### config.mk
export PLATFORM = sky130hd
export DESIGN_NAME = lcf_cell
export DESIGN_NICKNAME = d
export VERILOG_FILES = /design/src/hdl/lcf_pkg.sv /design/src/hdl/lcf_cell.sv
export SDC_FILE = /design/constraint.sdc
export NUM_CORES = 1
export LEC_CHECK = 0
export ABC_AREA = 1
export BUFFER_PORTS_ARGS = -buffer_cell sky130_fd_sc_hd__buf_2
export CAP_MARGIN = 20
export CORE_ASPECT_RATIO = 1.2
export CORE_UTILIZATION = 50
export CTS_CLUSTER_SIZE = 30
export DETAILED_ROUTE_END_ITERATION = 12
export PLACE_DENSITY_LB_ADDON = 0.08
export SLEW_MARGIN = 30
export SYNTH_ARGS = -nofsm -noshare
export SYNTH_HDL_FRONTEND = slang
export SYNTH_SLANG_ARGS = --single-unit
### constraint.sdc
create_clock -name clk -period 10.1 [get_ports clk]
set_input_delay 2.525 -clock clk [delete_from_list [all_inputs] [get_ports clk]]
set_output_delay 2.525 -clock clk [all_outputs]
set_load 0.02 [all_outputs]
### src/hdl/lcf_pkg.sv
`timescale 1ns / 1ps
`default_nettype none
// ----------------------------------------------------------------------------
// lcf_pkg
// shared widths, register indexes and control structs for the fir chain
// ----------------------------------------------------------------------------
package lcf_pkg;

  localparam int SAMPLE_W    = 16;
  localparam int COEF_W      = 16;
  localparam int PROD_W      = SAMPLE_W + COEF_W;
  localparam int VALUE_W     = 34;
  localparam int TAP_COUNT_W = 3;
  localparam int CFG_DATA_W  = 16;

  // register map
  localparam int REG_TAP_COUNT = 0;
  localparam int REG_COEF_BASE = 1;

  // per-cycle control broadcast along the cell row
  typedef struct packed {
    logic advance;   // pipeline moves this cycle
    logic shift;     // a sample (or flush zero) enters the row
    logic clear;     // last push of a sequence: empty the delay line
  } cell_ctrl_t;

  // sideband travelling with each result through the adder tree
  typedef struct packed {
    logic valid;
    logic done;
  } tag_t;

endpackage
`default_nettype wire

### src/hdl/lcf_cell.sv
`timescale 1ns / 1ps
`default_nettype none
// ----------------------------------------------------------------------------
// lcf_cell
// one fir tap: holds its coefficient and one delay stage, registers a product
// ----------------------------------------------------------------------------
module lcf_cell (
  input  wire logic                                   clk,
  input  wire logic                                   rst,
  input  wire lcf_pkg::cell_ctrl_t                    ctrl,
  input  wire logic                                   coef_write,
  input  wire logic signed [lcf_pkg::COEF_W-1:0]      coef_data,
  input  wire logic                                   tap_enable,
  input  wire logic signed [lcf_pkg::SAMPLE_W-1:0]    x_in,
  output logic signed      [lcf_pkg::SAMPLE_W-1:0]    x_out,
  output logic signed      [lcf_pkg::PROD_W-1:0]      prod
);

  logic signed [lcf_pkg::COEF_W-1:0]   coef;
  logic signed [lcf_pkg::SAMPLE_W-1:0] tap;

  always_ff @(posedge clk) begin
    if (rst) begin
      coef <= '0;
      tap  <= '0;
    end else begin
      if (coef_write) begin
        coef <= coef_data;
      end
      if (ctrl.advance && ctrl.shift) begin
        tap <= ctrl.clear ? '0 : x_in;
      end
    end
  end

  // product of this tap, zero when the tap is beyond the active count
  always_ff @(posedge clk) begin
    if (ctrl.advance) begin
      if (tap_enable) begin
        prod <= coef * x_in;
      end else begin
        prod <= '0;
      end
    end
  end

  assign x_out = tap;

endmodule
`default_nettype wire

Word level (Yosys, flattened, before mapping)

Index checks and enable logic that the tools add are counted.

Register bits: 64
Bits of input ports: 39
Output and inout bits: 48
Logic and storage cells: 6

Multiply operators: 1
Muxes and demuxes: 1
Reduce and logical (&&, ||, !) cells: 1

Operators by type and width:

| kind                         | number |
|---|---|
| multiplier 16 x 16 -> 32 bit | 1 |
| two-way mux 16 bit           | 1 |
| logical AND 1 bit            | 1 |

Longest topological paths before layout

Gate-level depths: netlist of run 1.

Depth in word-level cells: 1
Gate-level depth with buffers: 26
Mapped depth without buffers: 25

Worst setup path before layout of run 1

OpenSTA, ideal clock, no wires.

Path kind: in2reg
Start point: input x_in[5] in the netlist's numbering
End point: register prod[29] in the netlist's numbering (data pin)
Arrival time: 7554 ps
Slack: 2296 ps
Cell stages on the path: 21
Path buffers: 2
Cells stage by stage: clkbuf_1 clkbuf_1 nand2_1 fa_1 inv_1 fa_1 inv_1 fa_1 fa_1 fa_1 fa_1 inv_1 ha_1 nand2_1 nor2_1 nand2_1 nor3_1 nand2_1 nand3_1 and2_1 nor2_1

Cells in the longest elaborated chain, start to end: 1

RTL lines:

| element                      | line           | RTL |
|---|---|---|
| start, declared              | lcf_cell.sv:14 | `input wire logic signed [lcf_pkg::SAMPLE_W-1:0] x_in,` |
| multiplier 16 x 16 -> 32 bit | lcf_cell.sv:40 | `prod <= coef * x_in;` |
| end signal, assigned         | lcf_cell.sv:40 |  |
| end, declared                | lcf_cell.sv:16 | `output logic signed [lcf_pkg::PROD_W-1:0] prod` |

Every way passes these cells.
A chain may end at the register's enable or synchronous reset.

Worst setup path in the final report of run 1

Start point: input x_in[1] in the netlist's numbering
End point: register prod[28] in the netlist's numbering (data pin)

Same word-level chain as after synthesis.

==> results.cfg, run 1 <==
[status]
outcome = complete, no violations

[yosys]
synth-seq-cells = 64
yosys.cell_types.count = 31
avgSynthCellArea_um2 = 7.743
yosys.area.top_type_share_pct = 40.37
yosysWarnings = 0
synth_largest_area_cell = fa_1
synth_cells = 1678
netlist_area_mm2 = 0.01299
yosys-top-cells-area = fa_1 40%, inv_1 14%, nand2_1 13%, ha_1 7.9%, edfxtp_1 7.4%
synth_seq_area_share_pct = 12.33
synth.net_count = 2061

[timing]
period_needed_ns = 7.997
fin_hold_ws_ns = 0.4616
rsz0062_at_grt = no
max_freq_ghz = 0.1250
worstMarginPinSlew_ns = 0.9720
setup_viol = 0
finClkSkew_ns = 0.009461
setup_tns_ns = 0
period_share_pct = 79.18
slew_violations = 0
finalHoldViolations = 0
max_slew_margin_pct = 35.11

[global_route]
grt_pass1_vias = 10361
antenna_found_initial = 3
grt_use_total_pct = 27.22
gr-total-overflow = 0
grt_pass1_wl_um = 54780
grt_max_degree = 34

[cells_and_area]
mostFrequentLayoutCells = 476 x inv_1, 455 x nand2_1, 262 x fa_1
final_nets = 2089
fill_cells = 2496
synthToLayoutAreaGrowth_pct = 7.213
drive_above_1_share_pct = 7.715
diodes = 0
layout_commonest_cell = inv_1

[clock_network]
numCtsBuffers = 9
holdBufCountCts = 0
post_cts.repair.setup_buffers = 0
cts_resized = 0
htreeDepth = 3
root_buffer = clkbuf_16
cts.sinks = 64
path_clk_slew_ns = 0.06
ctsLongestPathBuffers = 2
cts_tree = built
insertion_delay_ns = 0.35

[floorplanning]
chipWidth_um = 149.2
dieArea_mm2 = 0.02664
rows = 64
start_util_pct = 50.86
coreArea_mm2 = 0.02554
ioPinCount = 87
fp.dieH_um = 178.6

[routing]
drc = 0
drtIter0Drc = 518
drtAntennaViolNets = 0
vias = 10166
routed_via_density = 4.981
first_pass_iters = 6
drt-total-wl_um = 32490
wl_per_cell_um = 15.92

[worst_hold_path]
holdPathEnd = x_out[5]$_SDFFE_PP0P_
hp-start = x_out[5]$_SDFFE_PP0P_
worstHoldPathCells = 2
worstHoldPathType = flop to flop

[worst_setup_path]
crit_path_max_fanout = 17
setup.worst_path.start_class = primary input
r2r-start = coef[15]$_SDFFE_PP0P_
r2r-end = prod[28]$_SDFFCE_PN0P_
end_kind = flop
worstRegToRegCells = 19
crit_required_ns = 10.19
ff2ff_setup_slack_ns = 3.79
arrival_ns = 8.09
crit_type = primary input to flop

[placement]
port_buffers = 86
gp_congestion = 0.9286
dp_hpwl_um = 26700

[pwr]
intPower_uw = 1404
power_frac_clock_pct = 11.3
power_switching_share_pct = 54.70
leakage_uw = 0.008223
switching_power_uw = 1695
peakVddDrop_mv = 0.1762
powerDensity_mw_per_mm2 = 222.5
combPwrFrac_pct = 76.0
p_seq_share_pct = 12.8

[job]
cap_violations = 0
state kept, by name, indices dropped and copies added, names as in the netlist:
name and count:
coef 16, prod 32, x_out 16
metal layers:
metal,wire [um],up-vias,GRT usage [%]
met2,15890,279,45.14
met1,13920,4979,36.65
li1,-,4841,-
met5,38,-,0
met4,901,6,8.461
met3,1744,61,4.118
metrics by stage:
stage / instances / total power (uW) / utilization, % / cell area, um^2 / setup slack (ns)
floorplan: 1678 / 2074 / - / 12990 / 2.296
global placement: 2025 / 2752 / 53.22 / 13600 / 1.751
detailed placement: 2025 / 2741 / 53.22 / 13600 / 1.749
CTS: 2041 / 3124 / 54.53 / 13930 / 2.092
global route: 2041 / 3464 / 54.53 / 13930 / 1.752
finish: 2041 / 3099 / 54.53 / 13930 / 2.103
synth_stat cells:
cell type / n
inv_1: 476
nand2_1: 455
fa_1: 262
ha_1: 82
nor2_1: 77
clkbuf_1: 71
a21oi_1: 67
nand3_1: 46
dfxtp_1: 32
edfxtp_1: 32
o21ai_0: 17
nand2_2: 7
nand4_1: 7
nor2_2: 7
o21bai_1: 7
a21oi_2: 4
nor3_1: 4
o21a_1: 4
and2_1: 3
buf_2: 3
nand3_2: 3
or2_2: 2
xnor2_1: 2
a211oi_1: 1
a21o_1: 1
and2_0: 1
buf_1: 1
clkinv_1: 1
nand3b_1: 1
nor2_4: 1
xor2_1: 1
final cells by class:
cell class / instances / area, um^2 / area share [%]
Timing Repair Buffer: 92 / 475.5 / 3.413
Clock inverter: 5 / 58.81 / 0.4222
Clock buffer: 11 / 275.3 / 1.976
Sequential cell: 64 / 1602 / 11.50
Tap cell: 330 / 412.9 / 2.964
Inverter: 477 / 1790 / 12.85
Multi-Input combinational cell: 1062 / 9315 / 66.87
worst max-delay path by stage:
stage / cells after the start / slack, ns / end / start
floorplan: 21 / 2.30 / prod[29]$_SDFFCE_PN0P_ / x_in[5]
global placement: 21 / 1.75 / prod[31]$_SDFFCE_PN0P_ / x_in[1]
detailed placement: 20 / 1.75 / prod[28]$_SDFFCE_PN0P_ / x_in[1]
CTS: 20 / 2.09 / prod[28]$_SDFFCE_PN0P_ / x_in[1]
global route: 20 / 1.75 / prod[28]$_SDFFCE_PN0P_ / x_in[1]
finish: 20 / 2.10 / prod[28]$_SDFFCE_PN0P_ / x_in[1]
cells by family after synthesis:
group / count (synthesis) / share of synthesized area, %
DFF: 64 / 12.33
AOI/OAI and AO/OA: 101 / 4.257
and+or+nand+nor: 614 / 18.97
adders and majority gates: 344 / 48.27
xor gates and xnor gates: 3 / 0.2023
buffers and inverters: 552 / 15.98
worst max-delay path, stage by stage:
cell and delay [ns]:
buf_2 0.33, nand2_1 0.16, inv_1 0.17, fa_1 0.55
fa_1 0.85, fa_1 0.52, fa_1 0.51, fa_1 0.49
inv_1 0.05, fa_1 0.48, inv_1 0.04, ha_1 0.42
nand2_2 0.11, nor2_1 0.26, nand2_1 0.11, nor3_1 0.14
nand2_1 0.11, nand3_1 0.07, and2_1 0.12, nor2_1 0.06
power by group through the flow:
stage               registers [uW]  logic (uW)  clock network (uW)
floorplan                      449        1630                   0
finish                         396        2350                 349
global placement               402        2350                   0
detailed placement             399        2340                   0
global route                   400        2700                 363
CTS                            396        2370                 356
Note: power is estimated with default switching activity, not from simulation.
==> inputs of run 2 (changes only) <==
Clock period 10.1 ns to 6.8 ns, I/O delays scaled along.
==> run 2 against run 1 <==
Effect of this change:
- worst setup slack got worse by 1.9 ns
- sequential power grew 51%
- clock skew decreased by 0.00062 ns
- combinational power up 81%
- largest power group unchanged
- highest routed layer is now met4
==> results.cfg, run 2 (synthesis gave the netlist of run 1 again) <==
[routing]
first_pass_iters = 4
wl_per_cell_um = 15.76
routed_via_density = 4.906
vias = 10493
drt-total-wl_um = 33720
drtIter0Drc = 514
drtAntennaViolNets = 0
drc = 0

[placement]
port_buffers = 86
dpl_cell_area_mm2 = 0.01441
dp_cells = 2123
dp_slack_ns = -0.3682
dp_hpwl_um = 29120
gp_congestion = 0.9061

[clock_network]
cts.sinks = 64
numCtsBuffers = 9
path_clk_slew_ns = 0.06
ctsLongestPathBuffers = 2
root_buffer = clkbuf_16
cts_tree = built
htreeDepth = 3
holdBufCountCts = 0
insertion_delay_ns = 0.35

[floorplanning]
dieArea_mm2 = 0.02664
ioPinCount = 87
rows = 64
fp.dieH_um = 178.6
chipWidth_um = 149.2
start_util_pct = 50.86
coreArea_mm2 = 0.02554

[timing]
period_share_pct = 97.44
setup_viol = 0
finClkSkew_ns = 0.008844
max_freq_ghz = 0.1509
worstMarginPinSlew_ns = 0.8239
period_needed_ns = 6.626
rsz0062_at_grt = yes
max_slew_margin_pct = 45.00
slew_violations = 0
setup_slack_ns = 0.1738
finalHoldViolations = 0

[global_route]
grt_pass1_wl_um = 56590
antenna_found_initial = 0
grt_pass1_vias = 11051
gr-total-overflow = 0
grt_use_total_pct = 27.94
grt_max_degree = 34

[pwr]
peakVddDrop_mv = 0.3508
total_power_uw = 5313
leakage_uw = 0.008715
powerDensity_mw_per_mm2 = 357.8

[cells_and_area]
drive_above_1_share_pct = 14.32
final_nets = 2187
stdcell_count = 2139
layout_commonest_cell = inv_1
mostFrequentLayoutCells = 475 x inv_1, 450 x nand2_1, 259 x fa_1
design_area_mm2 = 0.01485
synthToLayoutAreaGrowth_pct = 14.28
top_register = prod
diodes = 0
largest_register_ffs = 32

[worst_setup_path]
arrival_ns = 6.81
crit_type = primary input to flop
crit_path_max_fanout = 4
setup.worst_path.start_class = primary input
end_kind = flop
crit_required_ns = 6.98

[status]
outcome = complete, no violations

[worst_hold_path]
worstHoldPathType = flop to flop

[job]
cap_violations = 0
## run 2: worst paths after layout
check	from	end	slack [ns]	depth (start not counted)
setup / recovery	x_in[1]	prod[19]$_SDFFCE_PN0P_	0.17	23
hold / removal	x_out[5]$_SDFFE_PP0P_	x_out[5]$_SDFFE_PP0P_	0.46	2
setup reg to reg	coef[15]$_SDFFE_PP0P_	prod[29]$_SDFFCE_PN0P_	0.93	21
hold reg to reg	x_out[5]$_SDFFE_PP0P_	x_out[5]$_SDFFE_PP0P_	0.46	2
## run 2: repair_timing
item / 4_1_cts / 5_1_grt
pin swaps: 0 / 8
gates cloned: 0 / 0
setup endpoints to repair: 2 / 15
setup buffers: 0 / 0
gates resized for setup: 1 / 38
## run 2: critical path: stages
cell	delay, ns
buf_2	0.14
nand2_1	0.12
inv_1	0.08
buf_4	0.14
fa_1	0.47
inv_1	0.06
fa_1	0.44
fa_1	0.54
inv_1	0.05
fa_1	0.53
fa_1	0.52
inv_1	0.05
fa_1	0.48
inv_1	0.05
ha_2	0.38
nand2_1	0.13
inv_1	0.10
nand2_2	0.11
nor3_4	0.23
nand2_1	0.08
nand2_1	0.10
o21ai_0	0.10
a21oi_2	0.19
## run 2: final cells by class
cell class	instances	area [um^2]
fill	2412	10700
multi-input combinational	1062	9460
inverter	477	1790
sequential	64	1602
timing repair buffer	190	1296
tap	330	412.9
clock buffer	11	257.7
clock inverter	5	28.78
## run 2: where the power goes
| part | switching, uW | internal [uW] | leakage (uW) | total [uW] |
|---|---|---|---|---|
| registers | 54.7 | 542 | 0.000588 | 597 |
| logic | 2510 | 1750 | 0.00798 | 4260 |
| clock network | 185 | 271 | 0.000144 | 456 |
## run 2: layer usage
| metal | share of wire (%) | GRT usage (%) | vias to the layer above |
|---|---|---|---|
| met2 | 50 | 48.70 | 198 |
| li1 | - | - | 5043 |
| met3 | 3.0 | 2.711 | 52 |
| met1 | 44 | 36.74 | 5200 |
| met4 | 2.8 | 8.206 | 0 |
| met5 | 0 | 0 | - |
## run 2: per-stage QoR
stage	util (%)	hold WS, ns	setup TNS (ns)
6_report	58.13	0.4620	0
5_1_grt	58.13	0.4796	0
4_1_cts	57.54	0.4610	0
3_5_place_dp	56.41	0.4522	-3.879
3_3_place_gp	56.41	0.4501	-4.203
2_1_floorplan	-	0.5389	0
