--- src/hdl/lcf_pkg.sv ---
`timescale 1ns / 1ps
`default_nettype none
// ----------------------------------------------------------------------------
// lcf_pkg
// shared widths, register indexes and control structs for the fir chain
// ----------------------------------------------------------------------------
package lcf_pkg;

  localparam int SAMPLE_W    = 16;
  localparam int COEF_W      = 16;
  localparam int PROD_W      = SAMPLE_W + COEF_W;
  localparam int VALUE_W     = 34;
  localparam int TAP_COUNT_W = 3;
  localparam int CFG_DATA_W  = 16;

  // register map
  localparam int REG_TAP_COUNT = 0;
  localparam int REG_COEF_BASE = 1;

  // per-cycle control broadcast along the cell row
  typedef struct packed {
    logic advance;   // pipeline moves this cycle
    logic shift;     // a sample (or flush zero) enters the row
    logic clear;     // last push of a sequence: empty the delay line
  } cell_ctrl_t;

  // sideband travelling with each result through the adder tree
  typedef struct packed {
    logic valid;
    logic done;
  } tag_t;

endpackage
`default_nettype wire

--- src/hdl/lcf_sum_tree.sv ---
`timescale 1ns / 1ps
`default_nettype none
// ----------------------------------------------------------------------------
// lcf_sum_tree
// registered binary adder tree over the cell products (a single leaf passes straight through), tag carried alongside
// ----------------------------------------------------------------------------
module lcf_sum_tree #(
  parameter int NUM_LEAVES = 6
) (
  input  wire logic                                clk,
  input  wire logic                                rst,
  input  wire logic                                advance,
  input  wire lcf_pkg::tag_t                       tag_in,
  input  wire logic signed [lcf_pkg::PROD_W-1:0]   leaf [0:NUM_LEAVES-1],
  output lcf_pkg::tag_t                            tag_out,
  output logic signed      [lcf_pkg::VALUE_W-1:0]  sum
);

  localparam int LEVELS = (NUM_LEAVES > 1) ? $clog2(NUM_LEAVES) : 0;
  localparam int NL     = 1 << LEVELS;
  localparam int EXT_W  = lcf_pkg::VALUE_W - lcf_pkg::PROD_W;

  // leaves widened to the output width, padding leaves read as zero
  logic signed [lcf_pkg::VALUE_W-1:0] leaf_ext [0:NL-1];
  lcf_pkg::tag_t                      tag      [0:LEVELS];

  for (genvar j = 0; j < NL; j++) begin : g_leaf
    if (j < NUM_LEAVES) begin : g_used
      assign leaf_ext[j] = {{EXT_W{leaf[j][lcf_pkg::PROD_W-1]}}, leaf[j]};
    end else begin : g_pad
      assign leaf_ext[j] = '0;
    end
  end

  if (LEVELS == 0) begin : g_flat
    assign sum = leaf_ext[0];
  end else begin : g_tree
    // heap layout: node 1 is the root, children of node i are 2i and 2i+1
    logic signed [lcf_pkg::VALUE_W-1:0] node [1:NL-1];

    // sums wrap at the output width, which is what the result wants anyway
    for (genvar i = 1; i < NL; i++) begin : g_node
      if (2 * i >= NL) begin : g_low
        always_ff @(posedge clk) begin
          if (advance) begin
            node[i] <= leaf_ext[2*i-NL] + leaf_ext[2*i+1-NL];
          end
        end
      end else begin : g_high
        always_ff @(posedge clk) begin
          if (advance) begin
            node[i] <= node[2*i] + node[2*i+1];
          end
        end
      end
    end

    assign sum = node[1];
  end

  // stage 0 lines up with the product registers inside the cells
  always_ff @(posedge clk) begin
    if (rst) begin
      tag[0] <= '0;
    end else if (advance) begin
      tag[0] <= tag_in;
    end
  end

  for (genvar l = 1; l <= LEVELS; l++) begin : g_tag
    always_ff @(posedge clk) begin
      if (rst) begin
        tag[l] <= '0;
      end else if (advance) begin
        tag[l] <= tag[l-1];
      end
    end
  end

  assign tag_out = tag[LEVELS];

endmodule
`default_nettype wire

--- config.mk ---
export PLATFORM = sky130hd
export DESIGN_NAME = lcf_sum_tree
export DESIGN_NICKNAME = d
export VERILOG_FILES = /design/src/hdl/lcf_pkg.sv /design/src/hdl/lcf_sum_tree.sv
export SDC_FILE = /design/constraint.sdc
export NUM_CORES = 1
export LEC_CHECK = 0
export ABC_AREA = 1
export BUFFER_PORTS_ARGS = -buffer_cell sky130_fd_sc_hd__buf_2
export CAP_MARGIN = 20
export CORE_ASPECT_RATIO = 0.75
export CORE_MARGIN = 2
export CORE_UTILIZATION = 54
export CTS_BUF_LIST = sky130_fd_sc_hd__clkbuf_16
export CTS_CLUSTER_SIZE = 12
export DETAILED_ROUTE_END_ITERATION = 16
export GPL_TIMING_DRIVEN = 0
export PLACE_DENSITY = 0.84
export SLEW_MARGIN = 40
export SYNTH_ARGS = -nofsm -noshare
export SYNTH_HDL_FRONTEND = slang
export SYNTH_SLANG_ARGS = --single-unit
--- constraint.sdc ---
create_clock -name clk -period 1.95 [get_ports clk]
set_input_delay 0.39 -clock clk [delete_from_list [all_inputs] [get_ports clk]]
set_output_delay 0.39 -clock clk [all_outputs]
set_load 0.1 [all_outputs]
== After elaboration in Yosys (flattened, before gate mapping) ==
Memory sizes are Yosys's and may differ from the RTL's.
Cells that the tools add are included.

* Logic and storage cells: 22
* Input port bits: 197
* Output and inout bits: 36
* Bits in registers: 0
* Memories: 2
* RAM bits: 246

* Muxes and demuxes: 10
* $add $sub $neg: 6
* Bitwise gates (word level): 4

{| class="wikitable"
|+ Memories
! name !! words !! width !! read ports !! clocked after memory_dff !! wr ports !! line !! text
|-
| g_tree.node || 7 || 34 || 7 || 0 || 7 || lcf_sum_tree.sv:39 || <nowiki>logic signed [lcf_pkg::VALUE_W-1:0] node [1:NL-1];</nowiki>
|-
| tag || 4 || 2 || 4 || 0 || 4 || lcf_sum_tree.sv:25 || <nowiki>lcf_pkg::tag_t tag [0:LEVELS];</nowiki>
|}

{| class="wikitable"
|+ Operators by type and width
! kind !! number
|-
| $add A34 B34 Y34 || 3
|-
| $add A32 B32 Y33 || 3
|-
| $mux W2 || 4
|-
| $mux W1 || 6
|-
| $or A1 B1 Y1 || 4
|}

== Depth between registers and ports, before layout ==
Gate-level depths: netlist (run 1).

* Depth after elaboration: 4
* Mapped depth: 14

== Worst setup path after synthesis (run 1) ==
OpenSTA, ideal clock, no wires.

* Kind: input -> register
* Start point: input port leaf[128] (netlist name)
* End point: register g_tree.node[0][166] (netlist name)
* Setup slack: 0.000 ns
* Stages: 12
* Arrival time: 1.698 ns
* Path through: ha_1 > fa_1 > nand3_1 > nand2_2 > nand3_1 > nand2_1 > nand2_1 > nand2_2 > nand2_1 > nand2_1 > nand2_1 > nand2_1

{| class="wikitable"
|+ RTL lines
! element !! line !! text
|-
| start: declaration || lcf_sum_tree.sv:14 || <nowiki>input wire logic signed [lcf_pkg::PROD_W-1:0] leaf [0:NUM_LEAVES-1],</nowiki>
|}

==> run summary, run 1 <==
The max-cap check violation count is 0, and the total number of H-tree levels is 1. The overall die width is 214 µm, and the die area is 34,600 µm². The run finished, with violations left. The final setup slack of the worst path is -155 ps.

The tools report the max-slew headroom at the worst pin as 51.5%. The maximum clock skew at final layout was 22.4 ps; the number of antenna-violating nets in the routed design was 0. The tools report the endpoint class of the critical path as a register. In this run, synthesis produced a sequential element count of 208.

Summed over its instances, the top area cell type makes up 35.0% of the synthesized netlist area. The tools report the post-detailed-routing wire length as 58.5 mm. Number of DRC violations after detailed-routing iteration 0: 1,975. The total area inside the core boundary comes to 32,400 µm². The count of port buffers added during placement is 232. Along the worst hold path, the cell count comes to 2. The peak supply drop is 1.38 mV, and the global-route wire length before repair is 86.5 mm. Synthesis produced a netlist with a net count of 2,892. In this run the critical register-to-register path is launched from g_tree.node[0][109]. Entering global routing, the biggest net connects 87 pins. Once the floorplan was initialized, standard cells occupied 55.0% of the core.

The synthesized netlist devotes 3.82% of its cell area to XOR and XNOR gates. The via count of the first global-routing pass was 16,400. In the synthesized netlist the dominant register cell turns out to be sky130_fd_sc_hd__edfxtp_1. Ranked by instance count, the synthesized netlist is headed by 814 x sky130_fd_sc_hd__nand2_1, 407 x sky130_fd_sc_hd__inv_1, 276 x sky130_fd_sc_hd__nor2_1, 208 x sky130_fd_sc_hd__edfxtp_1, 176 x sky130_fd_sc_hd__a21oi_1. The count of endpoints failing hold in the final timing report is 0, and the share of synthesized cell area in full adder, half adder and majority cells is 11.9%. The run gives 0.475 GHz as the highest attainable clock frequency. In the post-synthesis netlist, the cell with the most instances is sky130_fd_sc_hd__nand2_1. The worst path in the final design needs a cycle of 2100 ps, including I/O delays and setup.

The tools report the count of unresolved DRC violations after routing as 0. Summing the sequential cell areas from Yosys gives 35.0% of the chip area. The post-synthesis simple-gate area fraction is 30.1%.

The distinct cell type count of the synthesized netlist was 23. The worst setup path is of the reg2reg kind. In this design, the critical path's most frequently occurring cell is sky130_fd_sc_hd__nand2_2. Setup repair after global routing could not meet its margin everywhere. Counting cells, the worst reg-to-reg path comes to 10. A synthesized cell averages 7.07 µm². The number of ports placed on the die boundary is 233. The number of hold-repair buffers added at the cts stage was 0; the global router's overall resource usage was 31.6%. The logs give 0.983 for the routability congestion estimate from global placement and -150 ps for the minimum setup slack among reg-to-reg paths. The floorplan step set the die height to 162 µm. TritonCTS built the clock tree. Standard cell with the maximum stage delay on the critical path: sky130_fd_sc_hd__edfxtp_1.

The synthesized design contains 208 enable-type register cells. Data on the critical path is required at its endpoint by 2230 ps. The logs give 44.6 mm for the detailed-placement wirelength estimate and 2,528 for the gate count of the mapped netlist. The global route total overflow came out at 0. Cells with a size suffix above 1 make up 24.5% of the layout. Cell chosen for the clock root: sky130_fd_sc_hd__clkbuf_16. Post-synthesis compound-gate area fraction: 9.22%. Counting every sink on the clock net gives 208. Clock tree synthesis inserted a total of 23 buffers.

The logs give 0.0248 W for the post-route total power and -536 ps for the worst-case setup slack after placement. The critical path's largest stage delay works out to 510 ps. The worst hold path terminates at g_tree.node[0][170]. The checks that failed: negative setup slack.

The min-delay analysis places its worst path in the category in2reg. In the routed layout, each cell is associated on average with a via count of 5.48. The run gives 57 as the row count. The cell area that synthesis handed to floorplanning was 17,900 µm².

Data arrives at the worst endpoint at 2390 ps. The mean routed wirelength per cell works out to 17.7 µm. The logs give 3 for the maximum clock path buffer count and 18,100 for the via count.

The run gives 6 as the first-pass iteration count of the detailed router. Area growth from synthesis to layout: 25.5%. At the pin with the least slew margin, the transition time is 725 ps. Traced cell by cell, the critical path runs through ha_4, buf_6, nand2_8, buf_4, nor3_2, nand2_2, nand2_4, nand2_2, nand3_2, nand2_2. By area the synthesized netlist is led by sky130_fd_sc_hd__edfxtp_1 35%, sky130_fd_sc_hd__nand2_1 17%, sky130_fd_sc_hd__ha_1 11%. The fraction of synthesis flops using an asynchronous set or reset pin was 0%. STA classifies the critical path startpoint as a register. The logs give 176 ps for the final hold slack and 40 for the number of failing setup endpoints in the final timing report. After synthesis, the share of cell area in mux cells is 0%.

The end of the worst register-to-register path was g_tree.node[0][56]. The startpoint identified for the worst hold timing path is leaf[96]. Summed over all failing endpoints, the final setup total negative slack is -3120 ps. The net count of the finished layout is 3,205. In this run the worst path has a maximum fanout of 4. By area, the combinational part of the netlist is dominated by simple AND/OR/NAND/NOR gates. Count of yosys warnings during synthesis: 0. The initial antenna violation count was 3. The logs give 0 for the max-slew violation total from the final report and 11.1 nW for the standby leakage power. The clock slew at the register clock pins of the worst setup and hold paths was 60 ps.

Library cell occupying the most area in the post-synthesis netlist: sky130_fd_sc_hd__edfxtp_1. Clock latency on the worst-skew pair, taken at its later pin, is 540 ps. For this design the ratio of total power to cell area is 1110 nW/µm². The final critical path takes up 108% of the cycle.
per-stage QoR:
step	utilization (%)	std cells	cell area [µm²]
floorplan	-	2528	17900
global placement	60.3	3202	19600
detailed placement	60.5	3204	19600
CTS	65.8	3273	21400
global route	69.1	3295	22400
finish	69.1	3296	22400
report_power, final:
group          leakage [nW]  internal [W]  switching (W)
registers              2.05       0.00633       0.000646
logic                  8.75       0.00477        0.00912
clock network         0.345       0.00214        0.00182
total                  11.1        0.0132         0.0116
worst max-delay path: cells and delay by family, from the launching register on:
family	cells	cell delay, ps
flops	1	510
fa+ha+maj	1	360
buf+inv	2	270
simple gates	7	700
cells in the final DEF (no fill, tap or decap), types with 8 or more instances in the layout:
cell and instances:
sky130_fd_sc_hd__nor2_4 17, sky130_fd_sc_hd__xor2_1 65, sky130_fd_sc_hd__edfxtp_1 208, sky130_fd_sc_hd__o21bai_1 14, sky130_fd_sc_hd__inv_1 397, sky130_fd_sc_hd__nor2_1 231
sky130_fd_sc_hd__ha_1 103, sky130_fd_sc_hd__nor3_1 39, sky130_fd_sc_hd__ha_2 11, sky130_fd_sc_hd__nand2_2 96, sky130_fd_sc_hd__buf_4 80, sky130_fd_sc_hd__nand4_1 33
sky130_fd_sc_hd__clkbuf_16 23, sky130_fd_sc_hd__nand2_1 728, sky130_fd_sc_hd__a21oi_1 132, sky130_fd_sc_hd__a21oi_4 9, sky130_fd_sc_hd__ha_4 48, sky130_fd_sc_hd__buf_6 8
sky130_fd_sc_hd__a21o_1 10, sky130_fd_sc_hd__buf_2 231, sky130_fd_sc_hd__nand3_1 86, sky130_fd_sc_hd__nand2_4 29, sky130_fd_sc_hd__inv_2 15, sky130_fd_sc_hd__nor2_2 32
sky130_fd_sc_hd__nand3_2 20, sky130_fd_sc_hd__o21ai_1 11, sky130_fd_sc_hd__o21ai_0 89, sky130_fd_sc_hd__xor2_2 10, sky130_fd_sc_hd__a21oi_2 39
state kept, by name, indices dropped and copies added (netlist names):
| signal | count |
|---|---|
| g_tree.node | 200 |
| tag | 8 |
how the worst max path moves through the flow:
stage                             start             endpoint  slack, ps  cells past startpoint
CTS                  g_tree.node[0][68]   g_tree.node[0][66]        -40                     13
floorplan                       leaf[0]  g_tree.node[0][234]          3                     12
detailed placement             leaf[64]  g_tree.node[0][182]       -540                     10
finish              g_tree.node[0][109]   g_tree.node[0][56]       -150                     10
global placement                advance            tag[3][1]      -2600                      3
global route        g_tree.node[0][174]  g_tree.node[0][101]       -260                     12
what timing repair did:
item,in CTS,in global routing
resized for setup,170,231
pin swaps,38,70
buffers inserted,32,25
setup endpoints to repair,48,62
layer usage:
| metal | up-vias | track usage [%] | wire [µm] |
|---|---|---|---|
| met2 | 883 | 47.1 | 24300 |
| met1 | 8292 | 48.7 | 26700 |
| met5 | - | 0 | 13 |
| met4 | 2 | 5.28 | 1440 |
| li1 | 8758 | - | - |
| met3 | 124 | 4.90 | 5950 |
cell families after synthesis:
family	after synthesis
AO/OA/AOI/OAI	312
XOR/XNOR	78
adder cells (fa/ha/maj)	167
buffers and inverters	441
flip-flops	208
AND/OR/NAND/NOR	1322
final cells by class:
cell class | instances | area [µm²]
Tap cell | 442 | 553
Timing Repair Buffer | 288 | 1660
Clock buffer | 23 | 576
Sequential cell | 208 | 6250
Buffer | 34 | 255
Inverter | 407 | 1530
Antenna cell | 1 | 2.50
Multi-Input combinational cell | 1879 | 11500
Clock inverter | 14 | 81.3
Fill cell | 2636 | 10000
Note: power is estimated with default switching activity, not from simulation.
==> run 2: changes to the inputs <==
--- a/config.mk
+++ b/config.mk
@@ -5,17 +5,19 @@
 export SDC_FILE = /design/constraint.sdc
 export NUM_CORES = 1
 export LEC_CHECK = 0
-export ABC_AREA = 1
+export ABC_AREA = 0
+export ABC_CLOCK_PERIOD_IN_PS = 1950
 export BUFFER_PORTS_ARGS = -buffer_cell sky130_fd_sc_hd__buf_2
 export CAP_MARGIN = 20
 export CORE_ASPECT_RATIO = 0.75
 export CORE_MARGIN = 2
-export CORE_UTILIZATION = 54
+export CORE_UTILIZATION = 52
 export CTS_BUF_LIST = sky130_fd_sc_hd__clkbuf_16
 export CTS_CLUSTER_SIZE = 12
 export DETAILED_ROUTE_END_ITERATION = 16
 export GPL_TIMING_DRIVEN = 0
-export PLACE_DENSITY = 0.84
+export PLACE_DENSITY = 0.83
+export REMOVE_ABC_BUFFERS = 1
 export SLEW_MARGIN = 40
 export SYNTH_ARGS = -nofsm -noshare
 export SYNTH_HDL_FRONTEND = slang
==> run summary, run 2 <==
At the placement stage, the worst setup path has a slack of -1530 ps. First-pass iteration count of the detailed router: 6. The global-route wire length before repair was 62.2 mm. The register bank with the most flops was g_tree.node.

The register with the most flip-flops in the layout has 200 of them. The area occupied by registers was 6250 µm². The startpoint identified for the worst hold timing path is leaf[64].

The tools report the via count of the first global-routing pass as 12,100. The final reports fail on negative setup slack. The average footprint of a synthesized cell came out at 10.7 µm². The total CTS buffers was 23; the cell area after technology mapping was 14,400 µm². In the synthesized netlist the async set-or-reset flop fraction comes to 0%.

The number of vias per cell after detailed routing works out to 6.07. In this run the tightest slew margin relative to its limit is 63.3%. Number of antenna-violating nets in the routed design: 0. In the final layout, the multi-input gates occupy 9400 µm². The routed design has 41.6 mm of wire.

The library cells used most frequently in the layout, excluding fill and tap cells, are 216 x sky130_fd_sc_hd__buf_2, 208 x sky130_fd_sc_hd__edfxtp_1, 113 x sky130_fd_sc_hd__ha_1. The setup path with the least slack is of type reg2reg. In this run, synthesis produced a sequential element count of 208.

The count of cells in the finished layout, fillers not included, comes to 2,046. The library cell used most frequently in the layout, excluding fill and tap cells, is sky130_fd_sc_hd__buf_2. For this run, the leading register cell type out of synthesis is sky130_fd_sc_hd__edfxtp_1. Routability-driven placement finished with a final weighted congestion of 0.940.

Detailed routing inserted a total of 12,400 vias. The minimum setup slack among reg-to-reg paths is -970 ps, and the slew at the pin with the worst max-slew slack is 549 ps. The power per cell area works out to 1190 nW/µm². The clock slew at the register clock pins of the worst setup and hold paths is 70 ps, and the die extent in y is 148 µm. The number of failing setup endpoints in the final timing report is 107, and the critical path required time is 2210 ps. The overall die width came out at 196 µm.

Setup repair after global routing could not meet its margin everywhere. TritonCTS built the clock tree. The logs give 208 for the TritonCTS sink count and 28.1 ps for the maximum clock skew at final layout. The logs give 0.559 mV for the peak supply drop and 27.0% for the global router's overall resource usage. After the first detailed-routing iteration, the DRC count stood at 948. Once detailed placement completed, the half-perimeter wirelength came to 26.2 mm. The number of enable flip-flop cells after synthesis came out at 208. The die area came out at 29,100 µm². The maximum clock path buffer count is 3, and the top-area cell type share of the netlist area is 43.4%.

The analysis attributes to cell leakage a power of 8.13 nW. The area growth from synthesis to layout is 34.0%. The largest registers in the layout are g_tree.node: 200 flops, tag: 8 flops. Synthesis handed over a netlist of 1,344 instances. By count the netlist is led by 208 x sky130_fd_sc_hd__edfxtp_1, 162 x sky130_fd_sc_hd__ha_1, 148 x sky130_fd_sc_hd__a21oi_1, 98 x sky130_fd_sc_hd__xnor2_1. Along the worst hold path, the cell count comes to 2. The classification of the worst-slack hold path was in2reg. The minimum clock period is 2920 ps.

The root buffer cell chosen for the clock tree is sky130_fd_sc_hd__clkbuf_16. For this configuration, the core starts out at a cell density of 53.1%. Ranked by total cell area, the synthesized netlist is headed by sky130_fd_sc_hd__edfxtp_1 43%, sky130_fd_sc_hd__ha_1 14%, sky130_fd_sc_hd__xnor2_1 6.0%. The number of cells on the worst reg-to-reg path is 9. STA classifies the critical path startpoint as a register. Port buffering added 232 buffers. The final setup slack of the worst path was -968 ps. After the last flow step, the layout net total stands at 2,046.

In the final routed layout, each cell accounts on average for 20.3 µm. Of the synthesized area, sequential elements account for 43.4%. The largest fanout on the critical path came out at 6. Total of fill cells in the finished design: 1,775. For the worst-skew pair, the clock arrives at the later sink with an insertion delay of 520 ps. For hold timing, the worst endpoint is g_tree.node[0][170].

STA classifies the critical path endpoint as a register. For the max-slew violation total from the final report, the log shows 0. The start of the worst register-to-register path is g_tree.node[0][143].

Entering global routing, the biggest net connects 82 pins. The most common cell in the synthesized netlist is sky130_fd_sc_hd__edfxtp_1. In this run the critical register-to-register path is captured at g_tree.node[0][100]. The share of final-layout standard cells stronger than drive strength 1 came out at 37.6%. Buffers inserted to repair hold after CTS numbered 0. For this run, the number of Yosys warnings is 0. For the row count, the log shows 52.

The distinct cell type count of the synthesized netlist came out at 65. During I/O placement, the number of pins put on the boundary was 233. The max-cap check violation count is 0, and the signal arrival time at the worst endpoint is 3180 ps. After floorplanning, the core was sized to cover 27,100 µm². The logs give 1 for the total number of H-tree levels and 0.343 GHz for the highest attainable clock frequency.

The run finished, with violations left. Library cell occupying the most area in the post-synthesis netlist: sky130_fd_sc_hd__edfxtp_1. The fraction of the core area covered by cells at the end of the flow is 71.2%. The logs give 1,885 for the number of placed instances, taps included and 0 for the count of endpoints failing hold in the final timing report.

The count of unresolved DRC violations after routing is 0. The worst path uses 150% of the clock period. For the initial antenna violation count, the log shows 2. Summed over all layers, the global routing overflow is 0.
[run 2: cell type report]
class,count,share of cell area (%)
diodes,2,0.0259
clock buffers,23,2.98
clock inverters,13,0.311
inverters,42,0.816
multi-input cells,1049,48.7
flip-flops and latches,208,32.3
well taps,351,2.27
repair buffers,358,12.6
[run 2: logic make-up (layout without fill, tap and decap cells)]
kind of cell,count (synthesis),count (layout),share of synthesized area (%)
compound gates,449,449,20.1
buf+inv,87,436,3.15
xor+xnor,142,142,8.63
mux,1,1,0.0695
flops,208,208,43.4
other cells,0,2,0
fa+ha+maj,167,167,14.8
simple gates,290,290,9.88
[run 2: how the worst max path moves through the flow]
stage	startpoint	endpoint	slack, ps	cells after the start
after floorplan	leaf[0]	g_tree.node[0][222]	-950	11
after global placement	advance	tag[1][1]	-2430	2
after detailed placement	leaf[65]	g_tree.node[0][201]	-1530	10
after CTS	g_tree.node[0][170]	g_tree.node[0][96]	-870	12
after global routing	g_tree.node[0][177]	g_tree.node[0][100]	-1000	9
final	g_tree.node[0][143]	g_tree.node[0][100]	-970	9
[run 2: where the power goes]
group | switching [W] | total [W] | internal, W
Sequential | 0.000508 | 0.00699 | 0.00648
Combinational | 0.00757 | 0.0122 | 0.00465
Clock | 0.00168 | 0.00379 | 0.00211
Total | 0.00976 | 0.0230 | 0.0132
[run 2: critical path: stages, from the launching register on]
cell and delay (ps):
sky130_fd_sc_hd__edfxtp_1 400, sky130_fd_sc_hd__ha_1 470, sky130_fd_sc_hd__a211oi_1 530, sky130_fd_sc_hd__a211o_1 360, sky130_fd_sc_hd__buf_6 170, sky130_fd_sc_hd__nand2_8 60, sky130_fd_sc_hd__a31oi_4 220, sky130_fd_sc_hd__nor3_2 80
sky130_fd_sc_hd__nor4_2 270, sky130_fd_sc_hd__xnor2_1 100
[run 2: stage by stage]
step | power [W] | hold slack, ps | cell area (µm²) | setup TNS (ps)
floorplan | 0.0141 | 400 | 14100 | -49700
global placement | 0.0159 | 400 | 15700 | -536170
detailed placement | 0.0161 | 405 | 15800 | -105910
CTS | 0.0217 | 159 | 18600 | -39160
global route | 0.0240 | 163 | 19300 | -54340
finish | 0.0230 | 170 | 19300 | -48030
[run 2: repair_timing]
action | CTS | global route
setup buffers | 112 | 41
resized for setup | 273 | 123
pin swaps | 181 | 114
gates cloned | 0 | 0
setup endpoints to repair | 113 | 113
[run 2: routing by layer]
metal | GRT usage [%] | part of all wire, % | up-vias
met1 | 35.7 | 42 | 5849
met4 | 12.0 | 5.0 | 0
met3 | 3.47 | 7.3 | 154
met2 | 44.8 | 46 | 665
li1 | - | - | 5748
met5 | 0 | 0 | -
